`src/sv/tcst_pkg.sv`:
```
package tcst_pkg;

	localparam int CONTACTS = 10;
	localparam int IDX_W    = (CONTACTS > 1) ? $clog2(CONTACTS) : 1;
	localparam int COORD_W  = 16;
	localparam int SLOT_W   = 4;
	localparam int OP_W     = 2;
	localparam int ST_W     = 3;
	localparam int CFG_W    = 16;
	localparam int CFG_IDX_W = 1;

	typedef enum logic [OP_W-1:0] {
		OP_TOUCH   = 2'd0,
		OP_UNTOUCH = 2'd1,
		OP_MOVE    = 2'd2,
		OP_UNKNOWN = 2'd3
	} opcode_t;

	typedef enum logic [ST_W-1:0] {
		ST_OK       = 3'd0,
		ST_BAD_SLOT = 3'd1,
		ST_UNKNOWN  = 3'd2,
		ST_FULL     = 3'd3,
		ST_INACTIVE = 3'd4
	} status_t;

	typedef enum logic [CFG_IDX_W-1:0] {
		REG_X_MAX = 1'b0,
		REG_Y_MAX = 1'b1
	} cfg_reg_t;

	// table write port
	typedef struct packed {
		logic               we;
		logic [IDX_W-1:0]   idx;
		logic               active;
		logic [COORD_W-1:0] x;
		logic [COORD_W-1:0] y;
	} slot_wr_t;

	// table read data at the addressed slot
	typedef struct packed {
		logic               active;
		logic [COORD_W-1:0] x;
		logic [COORD_W-1:0] y;
	} slot_rd_t;

	// lowest free slot
	typedef struct packed {
		logic             found;
		logic [IDX_W-1:0] idx;
	} slot_free_t;

	typedef struct packed {
		status_t            status;
		logic [SLOT_W-1:0]  slot;
		logic               active;
		logic [COORD_W-1:0] x;
		logic [COORD_W-1:0] y;
	} result_t;

	// negative -> default, then cap
	function automatic logic [COORD_W-1:0] clamp_coord(
		input logic signed [COORD_W-1:0] req,
		input logic [COORD_W-1:0]        dflt,
		input logic [COORD_W-1:0]        cap
	);
		logic [COORD_W-1:0] v;
		v = req[COORD_W-1] ? dflt : COORD_W'(req);
		return (v > cap) ? cap : v;
	endfunction

endpackage

```
`src/sv/tcst_slot_table.sv`:
```
module tcst_slot_table (
	input  logic                        clk,
	input  logic                        arst_n,
	input  tcst_pkg::slot_wr_t          wr,
	input  logic [tcst_pkg::IDX_W-1:0]  rd_idx,
	output tcst_pkg::slot_rd_t          rd,
	output tcst_pkg::slot_free_t        free_slot
);
	import tcst_pkg::*;

	logic               active_q [CONTACTS];
	logic [COORD_W-1:0] x_q      [CONTACTS];
	logic [COORD_W-1:0] y_q      [CONTACTS];

	always_ff @(posedge clk or negedge arst_n) begin
		if (!arst_n) begin
			for (int i = 0; i < CONTACTS; i++) begin
				active_q[i] <= 1'b0;
				x_q[i]      <= '0;
				y_q[i]      <= '0;
			end
		end else if (wr.we) begin
			active_q[wr.idx] <= wr.active;
			x_q[wr.idx]      <= wr.x;
			y_q[wr.idx]      <= wr.y;
		end
	end

	assign rd.active = active_q[rd_idx];
	assign rd.x      = x_q[rd_idx];
	assign rd.y      = y_q[rd_idx];

	// priority encoder, lowest index wins
	always_comb begin
		free_slot.found = 1'b0;
		free_slot.idx   = '0;
		for (int i = CONTACTS - 1; i >= 0; i--) begin
			if (!active_q[i]) begin
				free_slot.found = 1'b1;
				free_slot.idx   = IDX_W'(i);
			end
		end
	end

endmodule

```
`src/sv/tcst_cmd_exec.sv`:
```
module tcst_cmd_exec (
	input  logic                               valid,
	input  tcst_pkg::opcode_t                  opcode,
	input  logic [tcst_pkg::SLOT_W-1:0]        slot_id,
	input  logic signed [tcst_pkg::COORD_W-1:0] x_coord,
	input  logic signed [tcst_pkg::COORD_W-1:0] y_coord,
	input  logic [tcst_pkg::COORD_W-1:0]       x_max,
	input  logic [tcst_pkg::COORD_W-1:0]       y_max,
	input  tcst_pkg::slot_rd_t                 rd,
	input  tcst_pkg::slot_free_t               free_slot,
	output logic [tcst_pkg::IDX_W-1:0]         rd_idx,
	output tcst_pkg::slot_wr_t                 wr,
	output tcst_pkg::result_t                  res
);
	import tcst_pkg::*;

	logic bad_slot;

	assign bad_slot = ({1'b0, slot_id} >= (SLOT_W + 1)'(CONTACTS));
	assign rd_idx   = bad_slot ? '0 : IDX_W'(slot_id);

	always_comb begin
		wr        = '0;
		res       = '0;
		res.status = ST_OK;
		unique case (opcode)
			OP_TOUCH: begin
				if (!free_slot.found) begin
					res.status = ST_FULL;
				end else begin
					wr.we     = valid;
					wr.idx    = free_slot.idx;
					wr.active = 1'b1;
					wr.x      = clamp_coord(x_coord, '0, x_max);
					wr.y      = clamp_coord(y_coord, '0, y_max);
				end
			end
			OP_UNTOUCH, OP_MOVE: begin
				priority if (bad_slot) begin
					res.status = ST_BAD_SLOT;
				end else if (!rd.active) begin
					res.status = ST_INACTIVE;
				end else begin
					wr.we  = valid;
					wr.idx = rd_idx;
					if (opcode == OP_MOVE) begin
						wr.active = 1'b1;
						wr.x      = clamp_coord(x_coord, rd.x, x_max);
						wr.y      = clamp_coord(y_coord, rd.y, y_max);
					end
				end
			end
			OP_UNKNOWN: res.status = ST_UNKNOWN;
			default:    res.status = ST_UNKNOWN;
		endcase
		// on success the report is exactly what gets written back
		if (res.status == ST_OK) begin
			res.slot   = SLOT_W'(wr.idx);
			res.active = wr.active;
			res.x      = wr.x;
			res.y      = wr.y;
		end
	end

endmodule

```
`src/sv/touch_contact_slot_tracker_unit.sv`:
```
// A transferred command is captured in the stage-1 command register; its result is
// registered in the stage-2 result register and shown with done high.
// Throughput: one command per cycle; busy stays low, back-to-back commands see
// the table as updated by the command before them.
// Reset (arst_n low, asynchronous): slot table cleared, x_max/y_max = 4095,
// pipeline empty. The receiver cannot stall; each result is shown for one cycle.
module touch_contact_slot_tracker_unit (
	input  logic                                 clk,
	input  logic                                 arst_n,
	// command channel
	input  logic                                 start,
	output logic                                 busy,
	input  logic [tcst_pkg::OP_W-1:0]            opcode,
	input  logic [tcst_pkg::SLOT_W-1:0]          slot_id,
	input  logic signed [tcst_pkg::COORD_W-1:0]  x_coord,
	input  logic signed [tcst_pkg::COORD_W-1:0]  y_coord,
	// result channel
	output logic                                 done,
	output logic [tcst_pkg::ST_W-1:0]            status,
	output logic [tcst_pkg::SLOT_W-1:0]          report_slot,
	output logic                                 report_active,
	output logic [tcst_pkg::COORD_W-1:0]         report_x,
	output logic [tcst_pkg::COORD_W-1:0]         report_y,
	// configuration writes
	input  logic                                 cfg_we,
	input  logic [tcst_pkg::CFG_IDX_W-1:0]       cfg_index,
	input  logic [tcst_pkg::CFG_W-1:0]           cfg_wdata
);
	import tcst_pkg::*;

	// Config registers: x/y caps
	logic [COORD_W-1:0] x_max_q;
	logic [COORD_W-1:0] y_max_q;

	// Stage 1: command register
	logic                      valid_s1;
	opcode_t                   op_s1;
	logic [SLOT_W-1:0]         sid_s1;
	logic signed [COORD_W-1:0] x_s1;
	logic signed [COORD_W-1:0] y_s1;

	// Stage 2: result register
	logic    done_q;
	result_t res_q;

	// Combinational datapath between the two
	logic [IDX_W-1:0] rd_idx;
	slot_rd_t         rd;
	slot_free_t       free_slot;
	slot_wr_t         wr;
	result_t          res;

	// Never back-pressures: a new command can land every cycle.
	assign busy = 1'b0;

	always_ff @(posedge clk or negedge arst_n) begin
		if (!arst_n) begin
			x_max_q <= COORD_W'(4095);
			y_max_q <= COORD_W'(4095);
		end else if (cfg_we) begin
			unique case (cfg_reg_t'(cfg_index))
				REG_X_MAX: x_max_q <= cfg_wdata;
				REG_Y_MAX: y_max_q <= cfg_wdata;
				default:   ;
			endcase
		end
	end

	// Command capture
	always_ff @(posedge clk or negedge arst_n) begin
		if (!arst_n) begin
			valid_s1 <= 1'b0;
		end else begin
			valid_s1 <= start && !busy;
		end
	end

	always_ff @(posedge clk) begin
		if (start && !busy) begin
			op_s1  <= opcode_t'(opcode);
			sid_s1 <= slot_id;
			x_s1   <= x_coord;
			y_s1   <= y_coord;
		end
	end

	tcst_slot_table u_table (
		.clk       (clk),
		.arst_n    (arst_n),
		.wr        (wr),
		.rd_idx    (rd_idx),
		.rd        (rd),
		.free_slot (free_slot)
	);

	// Decode, clamp, build the table write and the report. The table write
	// lands on the same edge that captures the next command, so that command
	// already sees the updated slots.
	tcst_cmd_exec u_exec (
		.valid     (valid_s1),
		.opcode    (op_s1),
		.slot_id   (sid_s1),
		.x_coord   (x_s1),
		.y_coord   (y_s1),
		.x_max     (x_max_q),
		.y_max     (y_max_q),
		.rd        (rd),
		.free_slot (free_slot),
		.rd_idx    (rd_idx),
		.wr        (wr),
		.res       (res)
	);

	// Result register: one-cycle done strobe per transfer
	always_ff @(posedge clk or negedge arst_n) begin
		if (!arst_n) begin
			done_q <= 1'b0;
		end else begin
			done_q <= valid_s1;
		end
	end

	always_ff @(posedge clk) begin
		if (valid_s1) begin
			res_q <= res;
		end
	end

	assign done          = done_q;
	assign status        = res_q.status;
	assign report_slot   = res_q.slot;
	assign report_active = res_q.active;
	assign report_x      = res_q.x;
	assign report_y      = res_q.y;

endmodule

```
`config.mk`:
```
export PLATFORM = sky130hd
export DESIGN_NAME = touch_contact_slot_tracker_unit
export DESIGN_NICKNAME = d
export VERILOG_FILES = /design/src/sv/tcst_pkg.sv /design/src/sv/tcst_slot_table.sv /design/src/sv/tcst_cmd_exec.sv /design/src/sv/touch_contact_slot_tracker_unit.sv
export SDC_FILE = /design/constraint.sdc
export NUM_CORES = 1
export LEC_CHECK = 0
export BUFFER_PORTS_ARGS = -buffer_cell sky130_fd_sc_hd__buf_4
export CORE_MARGIN = 10
export CORE_UTILIZATION = 40
export DETAILED_ROUTE_END_ITERATION = 6
export HOLD_SLACK_MARGIN = 0.03
export MAX_ROUTING_LAYER = met4
export SLEW_MARGIN = 20
export SYNTH_ARGS = -nofsm -noshare
export SYNTH_HDL_FRONTEND = slang
export SYNTH_HIERARCHICAL = 1
export SYNTH_SLANG_ARGS = --single-unit
```
`constraint.sdc`:
```
create_clock -name clk -period 6 [get_ports clk]
set_clock_uncertainty 0.2 [all_clocks]
set_input_delay 0.9 -clock clk [delete_from_list [all_inputs] [get_ports clk]]
set_output_delay 0.9 -clock clk [all_outputs]
set_load 0.01 [all_outputs]
```
**Word level (Yosys, flattened, before mapping)**

Cells that the tools add are included.
Widths: inputs -> output; s select.

- Register bits: 442
- Bits of input ports: 59
- Output and inout bits: 42
- Word-level logic and storage cells: 107

- Magnitude comparators: 8
- Equal/unequal tests: 3
- Multiplexer cells: 44
- Bitwise operators: 3
- Reductions and logical operators: 6

Operators by type and width:

| cell | number |
|---|---|
| $bwmux 160 | 2 |
| $mux 16 | 11 |
| $bmux 16 s4 | 2 |
| $mux 38 | 3 |
| $pmux 38 s2 | 1 |
| $demux 16 s4 | 1 |
| $gt 16x16->1 | 4 |
| $mux 5 | 10 |
| $mux 33 | 1 |
| $mux 15 | 2 |
| $bwmux 10 | 1 |
| $ge 5x5->1 const B | 2 |
| $not 4->5 | 2 |
| $pmux 3 s3 | 1 |
| $mux 3 | 2 |
| $lt 5x1->1 const B | 1 |
| $bmux 1 s4 | 1 |
| $demux 1 s4 | 1 |
| $eq 2x2->1 const B | 2 |
| $ge 4x4->1 const B | 1 |
| $mux 4 | 1 |
| $reduce_and 2->1 | 2 |
| $logic_not 3->1 | 1 |
| $mux 1 | 3 |
| other kinds (6) | 6 |

**Longest topological paths before layout**

- Depth in word-level cells: 19
- Mapped depth: 20
- Mapped depth without buffers: 15

**By module**

The synthesis kept the hierarchy.

Modules (own cells, without submodules):

| module | instances | cells each | area an instance (sq um) | seq. area each (sq um) |
|---|---|---|---|---|
| tcst_slot_table | 1 | 1034 | 15258.4 | 8257.9 |
| tcst_cmd_exec | 1 | 614 | 4023.9 | 0.0 |
| touch_contact_slot_tracker_unit | 1 | 151 | 3683.5 | 3223.1 |

**Worst setup path after synthesis**

Ideal clock, no wire load.

- Path kind: register to register
- From: reg sid_s1[1]
- To: reg u_table/y_q[86] (netlist bit)
- Data arrival time: 4412 ps
- Data required time: 5675 ps
- Setup slack: 1263 ps
- Stages on the path, launching flop included: 20
- Buffers on the path: 7
- Period minus slack after synthesis: 4737 ps
- Path through: edfxtp_1 > o21ai_1 > and2_1 > buf_2 > buf_4 > buf_4 > buf_2 > mux2i_1 > o32ai_1 > a21o_1 > ha_1 > nand4_2 > or4_4 > or3_1 > buf_6 > buf_6 > a21oi_1 > o31ai_1 > buf_1 > mux2_4

RTL lines:

| item | line | text |
|---|---|---|
| start: declaration | touch_contact_slot_tracker_unit.sv:38 | `logic [SLOT_W-1:0] sid_s1;` |
| start signal: assignment | touch_contact_slot_tracker_unit.sv:81 | `sid_s1 <= slot_id;` |
| end signal: indexed assignment | tcst_slot_table.sv:25 | `y_q[wr.idx] <= wr.y;` |
| end: declaration | tcst_slot_table.sv:13 | `logic [COORD_W-1:0] y_q [CONTACTS];` |

==> results by group <==
Worst setup path
  – Crit path largest cell delay: around 780 ps
  – Critical path class: reg -> reg
  – Crit. End Element: flop
  – Worst setup path startpoint: sid_s1[1]
  – Worst path required time: 6350 ps
  – Reg2Reg Depth: 16
  – Worst path cell trace: o21ai_1 -> and2_2 -> mux2_2 -> o22ai_1 -> o32ai_1 -> a21o_1 -> ha_1 -> nand4_2 -> or4_4 -> or3_1 -> buf_4 -> clkinv_8 -> nor3_1 -> o31ai_1 -> buf_4 -> mux2_2
  – Critical-path top delay cell: and2_2
  – Reg2reg start: sid_s1[1]
  – Crit path DAT: ~6100 ps
  – Startpoint Class: flop
  – CP max FO: 24

STA
  – Final TNS setup: 0 ps
  – Maximum clock rate: about 170 MHz
  – Slew Limit Fails: 0
  – Final min period: around 5800 ps
  – Final period util: between 90 and 100%
  – Slew @ Worst Pin: about 1100 ps
  – Min Hold Slack: between 150 and 200 ps
  – RSZ-0062 raised after global routing: false
  – Rel. slew slack: 28.4%
  – Final setup violation count: 0
  – Final Hold Viols: 0

CTS
  – TritonCTS clock tree: built
  – Postcts setup bufs: 0
  – Root buf cell: clkbuf_16
  – Clk sink count: between 400 and 500
  – CTS resizes: 0
  – CTS Buffer Depth: 3
  – H-tree Lvls: 2
  – Hold buffers post-CTS: 0
  – Clock Latency Late Sink: ~600 ps
  – Clock slew at reported path FFs: around 60 ps
  – TritonCTS buffer count: 46

Pwr
  – Comb power frac: around 16%
  – Leakage power: between 0.01 and 0.015 uW
  – Pwr/cell area: around 280 nW/um2
  – Sequential share of power: roughly 45%
  – Switch share: between 20% and 30%
  – Total power: ~7400 uW
  – Clock Power Share: 39.7%
  – Int Pwr: approximately 5300 uW
  – Max VDD drop: ~0.21 mV
  – Net Switching: a little over 2000 uW

Floorplan
  – Die Footprint: between 60,000 and 70,000 um2
  – Num rows: 87
  – CORE AREA: about 57,000 um2
  – Die Width: approximately 260 um
  – Starting Density: 40.6%
  – Die height: approximately 260 um
  – Num ports: between 100 and 150

Global routing
  – Gr usage total: 19.5%
  – Vias in the first global route: 16.1k
  – First-pass GRT wire length: slightly below 100,000 um
  – Grt ovf: 0
  – Antenna violations before repair: 0
  – Largest net degree at the start of global routing: 119

Synthesis
  – Synth area leader: dfrtp_1
  – Synth top area share: 37.0%
  – FFs w/ async S/R, synth: slightly above 80%
  – Synth Area in Compound Gates: 8.80%
  – Count of cell types in the netlist: 65
  – Post-synthesis simple-gate area fraction: around 6.1%
  – Syn_area_per_cell: 12.8 um2
  – Cell Area, Synth: roughly 23,000 um2
  – Synth warnings: 6
  – Dominant synthesized flop cell: dfrtp_1
  – Adder-cell area share of the yosys netlist: under 10%
  – Post-synth EDFFs: slightly below 80
  – XOR/XNOR Fraction of Synth Area: 0%
  – Post-synthesis mux area share: ~27%
  – Syn nets: 1,924
  – Register area share after synthesis: about half
  – Synth Instances: roughly 1.8k
  – Largest family of logic cells by synthesized area: multiplexers
  – Top cells by area, synth: dfrtp_1, mux2_2, edfxtp_1, ha_1, mux4_2
  – Yosys reg bits: roughly 440

Layout
  – Fillers: between 5k and 6k
  – Area Growth Syn to Fin: 14.5%
  – N_diodes: 0
  – # nets final: between 2k and 2.5k
  – Fraction of final layout cells sized beyond drive strength 1: 40.7%

Detailed routing
  – Via count: approximately 15k
  – Routed WL: 64,900 um
  – Drt drc: 0
  – ANT nets after route: 0
  – Iteration-0 DRC Markers: between 900 and 1k
  – Routed WL per cell: 24.3 um
  – TritonRoute pass-1 iters: 5
  – Via/cell ratio: ~5.8

Placed design
  – IO Port Bufs: 99
  – Post-DP HPWL: slightly above 40,000 um
  – Routability congestion estimate: between 0.8 and 0.9

Run status
  – Status: complete, no violations

Flow run
  – Max-cap violations: 0

Min path
  – Worst Hold Class: in -> async
-- power by group through the flow --
stage	clock network, uW	registers, uW	logic [uW]
6_report	2940	3310	1150
5_1_grt	3100	3320	1250
4_1_cts	3000	3310	1130
3_5_place_dp	0	3360	1130
3_3_place_gp	0	3360	1110
2_1_floorplan	0	3330	711
-- final timing paths --
kind	slack (ps)	end
min in group clk	260	y_s1[3]
max in group asynchronous	4170	valid_s1
hold / removal	170	u_table/y_q[76]
setup reg to reg	200	u_table/y_q[123]
setup / recovery	200	u_table/y_q[123]
hold reg to reg	300	u_table/x_q[120]
-- routing by layer --
layer	up-vias	wire length [um]	share of wire, %	track usage (%)
met1	8104	28700	44	25.2
met3	106	3160	4.9	2.74
met5	-	0	0	-
met2	421	31200	48	31.1
li1	6839	-	-	-
met4	0	1800	2.8	6.45
-- through the flow --
step | utilization [%] | worst slack (ps) | std cells | cell area, um2
floorplan | - | 1260 | 1799 | 23000
global placement | 43.7 | 300 | 2589 | 24700
detailed placement | 43.7 | 236 | 2589 | 24700
CTS | 46.4 | 236 | 2674 | 26300
global route | 46.5 | 19.4 | 2676 | 26300
finish | 46.5 | 205 | 2676 | 26300
-- cell usage in the layout, fill, tap and decap left out, types with 7 or more instances in the layout --
cell         n
and2_1       7
buf_4      171
clkbuf_16   48
mux2_4      40
nand2b_1    21
o31ai_1     30
mux4_2      33
ha_1        66
dfstp_2     24
nand4_1     11
nand2_1     67
nor2_1      61
edfxtp_1    78
nor2b_1     20
a21oi_1     71
clkinv_2    10
buf_12       9
a21o_1      20
o21ai_0     24
o22ai_1     33
mux2i_1     34
nor3_1      50
dfrtp_1    339
o32ai_1     34
clkbuf_1     9
inv_1       68
a311o_1     30
o221ai_1    16
mux2_2     399
-- cells by family (layout without fill, tap and decap cells) --
kind of cell    after synthesis  in the layout
compound gates              286            286
buf+inv                     216            335
simple gates                280            282
flops                       442            442
mux                         508            508
other cells                   1              1
fa+ha+maj                    66             66
-- state kept, by name, summed over array words and instances (netlist names) --
register / flops
x_max_q: 16
u_table/x_q: 160
done: 1
status: 3
u_table/y_q: 160
valid_s1: 1
report_slot: 4
op_s1: 2
report_x: 16
y_max_q: 16
x_s1: 16
u_table/active_q: 10
sid_s1: 4
report_y: 16
y_s1: 16
report_active: 1
-- layout make-up --
cell class | count | area, um2 | area share, %
Timing Repair Buffer | 181 | 1480 | 5.62
Sequential cell | 442 | 11500 | 43.6
Inverter | 69 | 272 | 1.03
Clock buffer | 63 | 1320 | 5.01
Tap cell | 756 | 946 | 3.60
Clock inverter | 22 | 231 | 0.880
Multi-Input combinational cell | 1143 | 10600 | 40.2
-- Yosys cell counts, drive strengths merged (3+ instances only) --
cell,count
o22ai,33
nor2b,23
edfxtp,78
mux4,33
clkbuf,42
and2,8
o21a,3
o31ai,31
nand4,12
nand2,70
inv,68
nor3,53
buf,105
o21ai,28
dfstp,24
a21boi,4
nor3b,4
dfrtp,340
a311o,30
nor4,4
a21o,20
o32ai,34
nand2b,22
ha,66
and3,3
nor2,65
nand3,5
mux2,441
o221ai,17
mux2i,34
a21oi,71
and4,3
-- critical path: cells and delay by family (launching register included) --
kind	cells	cell delay [ps]
compound gates	5	1800
mux	2	460
fa+ha+maj	1	150
simple gates	5	2060
buf+inv	3	630
flops	1	440
No activity file was read; power rests on OpenSTA's default activity.
